<file path="config.mk">
export PLATFORM = sky130hd
export DESIGN_NAME = percent_url_decoder
export DESIGN_NICKNAME = d
export VERILOG_FILES = /design/src/rtl/core/pcd_pkg.sv /design/src/rtl/core/pcd_decode.sv /design/src/rtl/core/pcd_emit.sv /design/src/rtl/core/percent_url_decoder.sv
export SDC_FILE = /design/constraint.sdc
export NUM_CORES = 1
export LEC_CHECK = 0
export ABC_AREA = 1
export BUFFER_PORTS_ARGS = -buffer_cell sky130_fd_sc_hd__buf_2
export CORE_AREA = 8 8 84 86
export CTS_CLUSTER_SIZE = 40
export DETAILED_ROUTE_END_ITERATION = 12
export DIE_AREA = 0 0 92 94
export HOLD_SLACK_MARGIN = 0.12
export PLACE_DENSITY = 0.86
export REMOVE_ABC_BUFFERS = 1
export SYNTH_ARGS = -nofsm -noshare
export SYNTH_HDL_FRONTEND = slang
export SYNTH_SLANG_ARGS = --single-unit
</file>
<file path="constraint.sdc">
create_clock -name clock -period 9.5 [get_ports clock]
set_input_delay 0.95 -clock clock [delete_from_list [all_inputs] [get_ports clock]]
set_output_delay 0.95 -clock clock [all_outputs]
set_load 0.005 [all_outputs]
</file>
<file path="src/rtl/core/pcd_pkg.sv">
// ----------------------------------------------------------------------------
// Percent decoder package
// Shared types and helpers for the percent URL decoder.
// ----------------------------------------------------------------------------
package pcd_pkg;

   localparam logic [7:0] PCT_CHAR = 8'h25;
   localparam int unsigned MAX_BEATS = 3;

   typedef enum logic [1:0] {
      PEND_NONE  = 2'd0,
      PEND_PCT   = 2'd1,
      PEND_DIGIT = 2'd2
   } pend_type;

   typedef struct packed {
      pend_type   pend;
      logic [7:0] held;
   } state_type;

   typedef struct packed {
      logic [1:0]                     count;
      logic [MAX_BEATS-1:0][7:0]      bytes;
      logic                           last;
   } grp_type;

   // Returns {is_hex, nibble}.
   function automatic logic [4:0] hex_value(input logic [7:0] c);
      logic [4:0] r;
      r = 5'd0;
      if (c >= 8'h30 && c <= 8'h39) begin
         r = {1'b1, c[3:0]};
      end else if ((c >= 8'h41 && c <= 8'h46) || (c >= 8'h61 && c <= 8'h66)) begin
         r = {1'b1, c[3:0] + 4'd9};
      end
      return r;
   endfunction

endpackage

</file>
<file path="src/rtl/core/pcd_decode.sv">
// ----------------------------------------------------------------------------
// Percent decoder step logic
// Turns one raw byte and the pending escape state into a group of up to
// three output beats and the next pending state.
// ----------------------------------------------------------------------------
module pcd_decode import pcd_pkg::*; (
   input  logic [7:0] in_byte,
   input  logic       in_last,
   input  state_type  state,
   output state_type  state_nxt,
   output grp_type    grp
);

   always_comb begin
      logic [4:0] hx;
      logic [4:0] hy;
      logic [7:0] v;
      logic [1:0] n;
      hx        = hex_value(state.held);
      hy        = hex_value(in_byte);
      v         = 8'd0;
      n         = 2'd0;
      grp       = '0;
      state_nxt = state;
      if (hx[4]) begin
         v = hy[4] ? {hx[3:0], hy[3:0]} : {4'd0, hx[3:0]};
      end
      case (state.pend)
         PEND_PCT: begin
            state_nxt.held = in_byte;
            state_nxt.pend = PEND_DIGIT;
         end
         PEND_DIGIT: begin
            state_nxt.pend = PEND_NONE;
            if (v != 8'd0) begin
               grp.bytes[n] = v;
               n = n + 2'd1;
            end else begin
               grp.bytes[n] = PCT_CHAR;
               n = n + 2'd1;
               if (state.held == PCT_CHAR) begin
                  state_nxt.held = in_byte;
                  state_nxt.pend = PEND_DIGIT;
               end else begin
                  grp.bytes[n] = state.held;
                  n = n + 2'd1;
                  if (in_byte == PCT_CHAR) begin
                     state_nxt.pend = PEND_PCT;
                  end else begin
                     grp.bytes[n] = in_byte;
                     n = n + 2'd1;
                  end
               end
            end
         end
         default: begin
            state_nxt.pend = PEND_NONE;
            if (in_byte == PCT_CHAR) begin
               state_nxt.pend = PEND_PCT;
            end else begin
               grp.bytes[n] = in_byte;
               n = n + 2'd1;
            end
         end
      endcase
      if (in_last) begin
         if (state_nxt.pend == PEND_PCT) begin
            grp.bytes[n] = PCT_CHAR;
            n = n + 2'd1;
         end else if (state_nxt.pend == PEND_DIGIT) begin
            grp.bytes[n] = PCT_CHAR;
            n = n + 2'd1;
            grp.bytes[n] = state_nxt.held;
            n = n + 2'd1;
         end
         state_nxt.pend = PEND_NONE;
      end
      grp.count = n;
      grp.last  = in_last;
   end

endmodule

</file>
<file path="src/rtl/core/pcd_emit.sv">
// ----------------------------------------------------------------------------
// Percent decoder output stage
// Holds one decoded group and sends its bytes out one beat at a time.
// ----------------------------------------------------------------------------
module pcd_emit import pcd_pkg::*; (
   input  logic       clock,
   input  logic       reset,
   input  logic       load_valid,
   input  grp_type    load_grp,
   output logic       free,
   output logic       rsp_valid,
   input  logic       rsp_stall,
   output logic [7:0] rsp_out_byte,
   output logic       rsp_out_last
);

   logic       valid_ff;
   logic       valid_in;
   grp_type    grp_ff;
   logic [1:0] idx_ff;
   logic [1:0] idx_in;
   logic       end_beat;
   logic       take;
   logic       done;
   logic       load;

   assign end_beat     = idx_ff == (grp_ff.count - 2'd1);
   assign take         = valid_ff && !rsp_stall;
   assign done         = take && end_beat;
   assign free         = !valid_ff || done;
   assign load         = load_valid && free;
   assign rsp_valid    = valid_ff;
   assign rsp_out_byte = grp_ff.bytes[idx_ff];
   assign rsp_out_last = grp_ff.last && end_beat;

   always_comb begin
      valid_in = valid_ff;
      idx_in   = idx_ff;
      if (load) begin
         valid_in = load_grp.count != 2'd0;
         idx_in   = 2'd0;
      end else if (done) begin
         valid_in = 1'b0;
      end else if (take) begin
         idx_in = idx_ff + 2'd1;
      end
   end

   always_ff @(posedge clock) begin
      if (reset) begin
         valid_ff <= 1'b0;
         idx_ff   <= 2'd0;
      end else begin
         valid_ff <= valid_in;
         idx_ff   <= idx_in;
      end
   end

   always_ff @(posedge clock) begin
      if (load) begin
         grp_ff <= load_grp;
      end
   end

endmodule

</file>
<file path="src/rtl/core/percent_url_decoder.sv">
// ----------------------------------------------------------------------------
// Percent URL decoder
// A byte passes the input register, then the output register, before its
// first beat shows. Throughput: one byte per cycle while rsp_stall is low
// and bytes yield at most one beat; else input waits for the output stage.
// Reset clears the input and output valids and the pending escape state.
// ----------------------------------------------------------------------------
module percent_url_decoder import pcd_pkg::*; (
   input  logic       clock,
   input  logic       reset,
   input  logic       req_valid,
   output logic       req_stall,
   input  logic [7:0] req_in_byte,
   input  logic       req_in_last,
   output logic       rsp_valid,
   input  logic       rsp_stall,
   output logic [7:0] rsp_out_byte,
   output logic       rsp_out_last
);

   logic       in_valid_ff;
   logic [7:0] in_byte_ff;
   logic       in_last_ff;
   pend_type   pend_ff;
   logic [7:0] held_ff;
   state_type  state;
   state_type  state_in;
   grp_type    grp;
   logic       free;
   logic       advance;

   assign state.pend = pend_ff;
   assign state.held = held_ff;
   assign advance    = in_valid_ff && free;
   assign req_stall  = in_valid_ff && !free;

   pcd_decode u_decode (
      .in_byte   (in_byte_ff),
      .in_last   (in_last_ff),
      .state     (state),
      .state_nxt (state_in),
      .grp       (grp)
   );

   pcd_emit u_emit (
      .clock        (clock),
      .reset        (reset),
      .load_valid   (in_valid_ff),
      .load_grp     (grp),
      .free         (free),
      .rsp_valid    (rsp_valid),
      .rsp_stall    (rsp_stall),
      .rsp_out_byte (rsp_out_byte),
      .rsp_out_last (rsp_out_last)
   );

   always_ff @(posedge clock) begin
      if (reset) begin
         in_valid_ff <= 1'b0;
         pend_ff     <= PEND_NONE;
      end else begin
         if (!req_stall) begin
            in_valid_ff <= req_valid;
         end
         if (advance) begin
            pend_ff <= state_in.pend;
         end
      end
   end

   always_ff @(posedge clock) begin
      if (req_valid && !req_stall) begin
         in_byte_ff <= req_in_byte;
         in_last_ff <= req_in_last;
      end
      if (advance) begin
         held_ff <= state_in.held;
      end
   end

endmodule

</file>
# ---- Yosys cells after proc, flatten, opt, wreduce, memory -nomap -nowiden
# Cells that the tools add are included.
# W data, S select, Z words.
dict set report word_totals {
  out_inout_bits 11
  word_cells 111
  ff_bits 50
}
dict set report classes {
  n_eq_ne 7
  n_reduce_logical 26
  n_mux 39
  n_addsub 6
  bitwise_logic 4
  order_cmp 17
}
# operator count
set op_table {}
lappend op_table {{$mux W24} 3}
lappend op_table {{$mux W8} 8}
lappend op_table {{$mux W16} 3}
lappend op_table {{$demux W8 S2} 2}
lappend op_table {{$ge A8 B7 Y1 const B} 4}
lappend op_table {{$le A8 B7 Y1 const B} 4}
lappend op_table {{$pmux W8 S2} 2}
lappend op_table {{$bwmux W24} 1}
lappend op_table {{$mux W5} 4}
lappend op_table {{$bmux W8 S2} 1}
lappend op_table {{$eq A8 B6 Y1 const B} 2}
lappend op_table {{$ge A8 B6 Y1 const B} 2}
lappend op_table {{$le A8 B6 Y1 const B} 2}
lappend op_table {{$and A15 B15 Y15} 1}
lappend op_table {{$not A15 Y15} 1}
lappend op_table {{$logic_and A1 B1 Y1} 14}
lappend op_table {{$mux W2} 7}
lappend op_table {{$mux W10} 1}
lappend op_table {{$lt A2 B3 Y1 const B} 3}
lappend op_table {{$or A9 B9 Y9} 1}
lappend op_table {{$add A4 B4 Y4 const B} 2}
lappend op_table {{$pmux W2 S2} 2}
lappend op_table {{$reduce_bool A8 Y1} 1}
lappend op_table {{$add A2 B1 Y2 const B} 3}
lappend op_table {{other kinds (12)} 25}

# ---- Logic depth before layout (Yosys ltp)
dict set report depth {
  ltp_word 20
  depth_mapped 23
  depth_no_buf 23
}

# ---- Modules after synthesis
# From an unflattened synthesis, not the netlist that was laid out.
dict set report hier_totals {
  cells_unflattened 546
  hier_area_um2 3886.2
}
# module n_inst cells_per_inst area_each_um2
set by_module_without_submodules {}
lappend by_module_without_submodules {pcd_decode 1 406 2016.9}
lappend by_module_without_submodules {pcd_emit 1 101 1223.7}
lappend by_module_without_submodules {percent_url_decoder 1 39 645.6}

# ---- Least setup slack after synthesis
# OpenSTA, ideal clock, no wires.
dict set report synth_path {
  path_type {input -> register}
  start {in rsp_stall}
  end {reg pend_ff[0]}
  setup_ns 0.081
  slack_ns 6.221
  cell_stages 5
  arrival_ns 3.198
  path_buffers 0
  cell_sequence {o21ai_0 > inv_1 > nor2_1 > nand3_1 > o22ai_1}
}
dict set report synth_between {
  elab_chain_len 5
}
# element line_no
set synth_rtl {}
lappend synth_rtl {{start, declared} percent_url_decoder.sv:16} ;# input logic rsp_stall,
lappend synth_rtl {{$logic_not A1 Y1} pcd_emit.sv:28} ;# assign take = valid_ff && !rsp_stall;
lappend synth_rtl {{$logic_and A1 B1 Y1} pcd_emit.sv:28}
lappend synth_rtl {{$logic_and A1 B1 Y1} pcd_emit.sv:29} ;# assign done = take && end_beat;
lappend synth_rtl {{$logic_or A1 B1 Y1} pcd_emit.sv:30} ;# assign free = !valid_ff || done;
lappend synth_rtl {{$logic_and A1 B1 Y1} percent_url_decoder.sv:34} ;# assign advance = in_valid_ff && free;
lappend synth_rtl {{net advance} percent_url_decoder.sv:30} ;# logic advance;
lappend synth_rtl {{end signal, assigned} percent_url_decoder.sv:66} ;# pend_ff <= state_in.pend;
lappend synth_rtl {{end, declared} percent_url_decoder.sv:24} ;# pend_type pend_ff;
# The timed path passes the listed nets, and every way through them passes these cells.
# A chain may end at the register's enable or synchronous reset.

==> metrics.log <==
INFO  metric layout.cell_area.non_filler = 3810 sq um
INFO  metric multiInputGateArea = 1830 sq um
INFO  metric regArea = 1440 sq um
INFO  metric hold_path_startpoint = in_valid_ff$_SDFFE_PP0N_
INFO  metric final.hold.worst_slack = 466 ps
INFO  metric run_status = completed
INFO  metric power-per-cell-area = 116 nW/um^2
INFO  metric clock_latency = 310 ps
INFO  metric viasPerCell = 5.85
INFO  metric timing.reg2reg.setup_slack = 5960 ps
INFO  metric worst_pin_slew = 758 ps
INFO  metric maxClockFrequency = 0.283 GHz
INFO  metric cts_repair_resize_count = 0
INFO  metric total_switching_power = 116 uW
INFO  metric synth_async_sr_flop_share = 0%
INFO  metric fp-row-count = 28
INFO  metric ys.warnings.count = 0
INFO  metric min_period = 3540 ps
INFO  metric max-slew-margin-rel = 49.5%
INFO  metric grt_start_max_net_pins = 37
INFO  metric num_antenna_cells = 0
INFO  metric power.clock.fraction = 29.3%
INFO  metric timing.critical_path.to_type = flip-flop
INFO  metric finalCritPeriodShare = 37.2%
INFO  metric timing_hold_violations_final = 0
INFO  metric first_global_vias = 2947
INFO  metric num_io_pins = 24
INFO  metric reg2reg_to = u_emit.grp_ff[7]$_DFFE_PP_
INFO  metric post-cts-setup-buffers = 0
INFO  metric tritoncts = built
INFO  metric synth_area_leader = edfxtp_1
INFO  metric clockBufferDepth = 2
INFO  metric initial_cell_density_of_the_core = 61.7%
INFO  metric fin_worst_skew = 11.2 ps
INFO  metric fin_total_pwr = 443 uW
INFO  metric cts-htree-levels = 2
INFO  metric cts_inserted_buffers = 5
INFO  metric netlist.area_leader.share = 37.3%
INFO  metric fp.dieArea = 8650 sq um
INFO  metric grt_pass1_wl = 14400 microns
INFO  metric post_synth_most_frequent_cells = nand2_1 (97), nand3_1 (55), inv_1 (51)
INFO  metric layout.filler_cells = 483
INFO  metric post_cts_hold_buffer_count = 0
INFO  metric port-buffer-count = 23
INFO  metric layout-drive-gt1-share = 14.9%
INFO  metric remaining_drc_errors = 0
INFO  metric dp.final_hpwl = 6960 microns
INFO  metric postPlaceCellArea = 3710 sq um
INFO  metric cts.sink_count = 50
INFO  metric sum_of_negative_setup_slack = 0 ps
INFO  metric min_to = u_emit.rsp_valid$_SDFFE_PP0P_
INFO  metric setup_viol = 0
INFO  metric num-nets-final = 490
INFO  metric cell_internal_pwr = 327 uW
INFO  metric synth_top_cells_by_area = edfxtp_1 (37%), nand2_1 (10%), nand3_1 (7.8%)
INFO  metric post_synth_inst_count = 442
INFO  metric rsz0062_at_grt = false
INFO  metric first_iter_violations = 428
INFO  metric arrival = 3680 ps
INFO  metric p_seq_share = 58.6%
INFO  metric final_max_slew_viol_count = 0
INFO  metric crit_required = 9650 ps
INFO  metric final_util = 66.3%
INFO  metric avgRoutedWirePerCell = 16.5 microns
INFO  metric die_x = 92 microns
INFO  metric ys_ff_latch = 50
INFO  metric first_pass_drt_iterations = 5
INFO  metric synth_cell_type_count = 40
INFO  metric maxCapViolCount = 0
INFO  metric synthesis.area_per_instance = 8.01 sq um
INFO  metric coreArea = 5750 sq um
INFO  metric synth.most_common_cell = nand2_1
INFO  metric vdd_ir_drop_max = 85.4 uV
INFO  metric globalRoute.totalOverflow = 0
INFO  metric leakage = 0.00170 uW
INFO  metric gp_congestion = 1.02
INFO  metric combinational_share_of_power = 12.0%
INFO  metric synth_enable_flop_cells = 44
INFO  metric netSwitchingFraction = 26.3%
INFO  metric route.antenna.remaining_nets = 0
INFO  metric worst_hold_path_type = reg -> reg
INFO  metric die_height = 94 microns
INFO  metric synth_sequential_area_ratio = 40.7%
INFO  metric clock_tree.root_cell = clkbuf_8
INFO  metric detailroute.via_count = 3152
INFO  metric crit_path_max_fanout = 8
INFO  metric ys_dominant_reg_cell = edfxtp_1
INFO  metric number_of_antenna_violations_at_the_first_check_in_global_routing = 0
INFO  metric r2r_cells = 20
INFO  metric grtUsageTotal = 20.9%
INFO  metric timing.critical_path.from_type = flip-flop
INFO  metric detail_route.wirelength = 8870 microns
INFO  metric cts.clk_slew.worst_paths = 100 ps
INFO  metric areaGrowthSynthToFinish = 7.49%
INFO  metric hold-path-cell-count = 2
INFO  metric critical_path.reg2reg.startpoint = in_byte_ff[0]$_DFFE_PP_
INFO  metric synth_area = 3540 sq um
INFO  metric timing_worst_setup_path_type = reg -> reg
## placed cells by master (no fill, tap or decap), drive strengths merged, types with 2 or more instances in the layout
master / netlist / layout
nand2: 111 / 111
a22oi: 9 / 9
buf: 4 / 24
o22ai: 14 / 14
o21ai: 37 / 37
nor3: 3 / 3
ha: 14 / 14
dfxtp: 6 / 6
a21o: 2 / 2
clkbuf: 6 / 6
o211ai: 3 / 3
nor2: 41 / 41
edfxtp: 44 / 44
o21a: 2 / 2
inv: 57 / 57
nand3: 64 / 64
nand4: 2 / 2
a21oi: 10 / 10
a31oi: 4 / 4
clkinv: 2 / 3
## worst max-delay path: stages (launching register included)
cell      delay, ps
edfxtp_1        480
inv_1           180
ha_1            250
nand2_1          80
nand3_2         110
nand2_4         150
nand2_4         100
nand3_1         140
nand2_1          60
nor2_1          110
nand2_1          90
nor2_4          200
nand3_1         150
nor2_2          200
inv_1           110
ha_1            290
inv_1           200
a31oi_1         100
o21ai_0          90
o21ai_0         110
o21ai_1         170
## flip-flops by register name (all words and copies together), names as in the netlist
| name | cells |
|---|---|
| u_emit.grp_ff | 27 |
| held_ff | 8 |
| in_last_ff | 1 |
| in_valid_ff | 1 |
| u_emit.rsp_valid | 1 |
| pend_ff | 2 |
| u_emit.idx_ff | 2 |
| in_byte_ff | 8 |
## power by group through the flow
| stage | clock network [uW] | registers [uW] | logic (uW) |
|---|---|---|---|
| CTS | 133 | 260 | 52.9 |
| floorplan | 0 | 262 | 36.2 |
| detailed placement | 0 | 265 | 52.8 |
| global route | 140 | 261 | 59.3 |
| global placement | 0 | 265 | 52.3 |
| finish | 130 | 260 | 53.3 |
## stage by stage
step,instances,setup slack [ps]
6_report,539,5960
5_1_grt,539,5560
4_1_cts,539,6010
3_5_place_dp,531,6050
3_3_place_gp,531,6040
2_1_floorplan,432,6120
## cell type report
type	instances	share of cell area, %
multi-input combinational	323	48.0
sequential	50	37.9
inverter	59	5.95
timing repair buffer	24	3.22
tap	75	2.46
clock buffer	6	2.17
clock inverter	2	0.329
## layer usage
layer	track usage [%]	part of all wire, %	vias up
met1	27.1	42	1418
met2	34.4	46	158
met5	0	0	-
met3	3.60	8.9	27
met4	7.52	3.2	0
li1	-	-	1549
## worst max path at each step
stage	start	to	slack, ps	cells past startpoint
after floorplan	u_emit.idx_ff[0]$_SDFFE_PP0P_	pend_ff[0]$_SDFFE_PP0P_	6120	8
after CTS	in_byte_ff[0]$_DFFE_PP_	u_emit.grp_ff[11]$_DFFE_PP_	6010	19
final	in_byte_ff[0]$_DFFE_PP_	u_emit.grp_ff[7]$_DFFE_PP_	5960	20
after detailed placement	in_byte_ff[0]$_DFFE_PP_	u_emit.grp_ff[11]$_DFFE_PP_	6050	19
after global placement	in_byte_ff[0]$_DFFE_PP_	u_emit.grp_ff[1]$_DFFE_PP_	6040	21
after global routing	held_ff[1]$_DFFE_PP_	u_emit.grp_ff[3]$_DFFE_PP_	5560	23
## logic make-up after synthesis
family	after synthesis	share of synthesized area, %
AND/OR/NAND/NOR	224	32.3
AO/OA/AOI/OAI	83	13.8
buffers and inverters	69	7.77
flip-flops	50	40.7
adder cells (fa/ha/maj)	14	4.95
XOR/XNOR	2	0.495
Note: power is estimated with default switching activity, not from simulation.
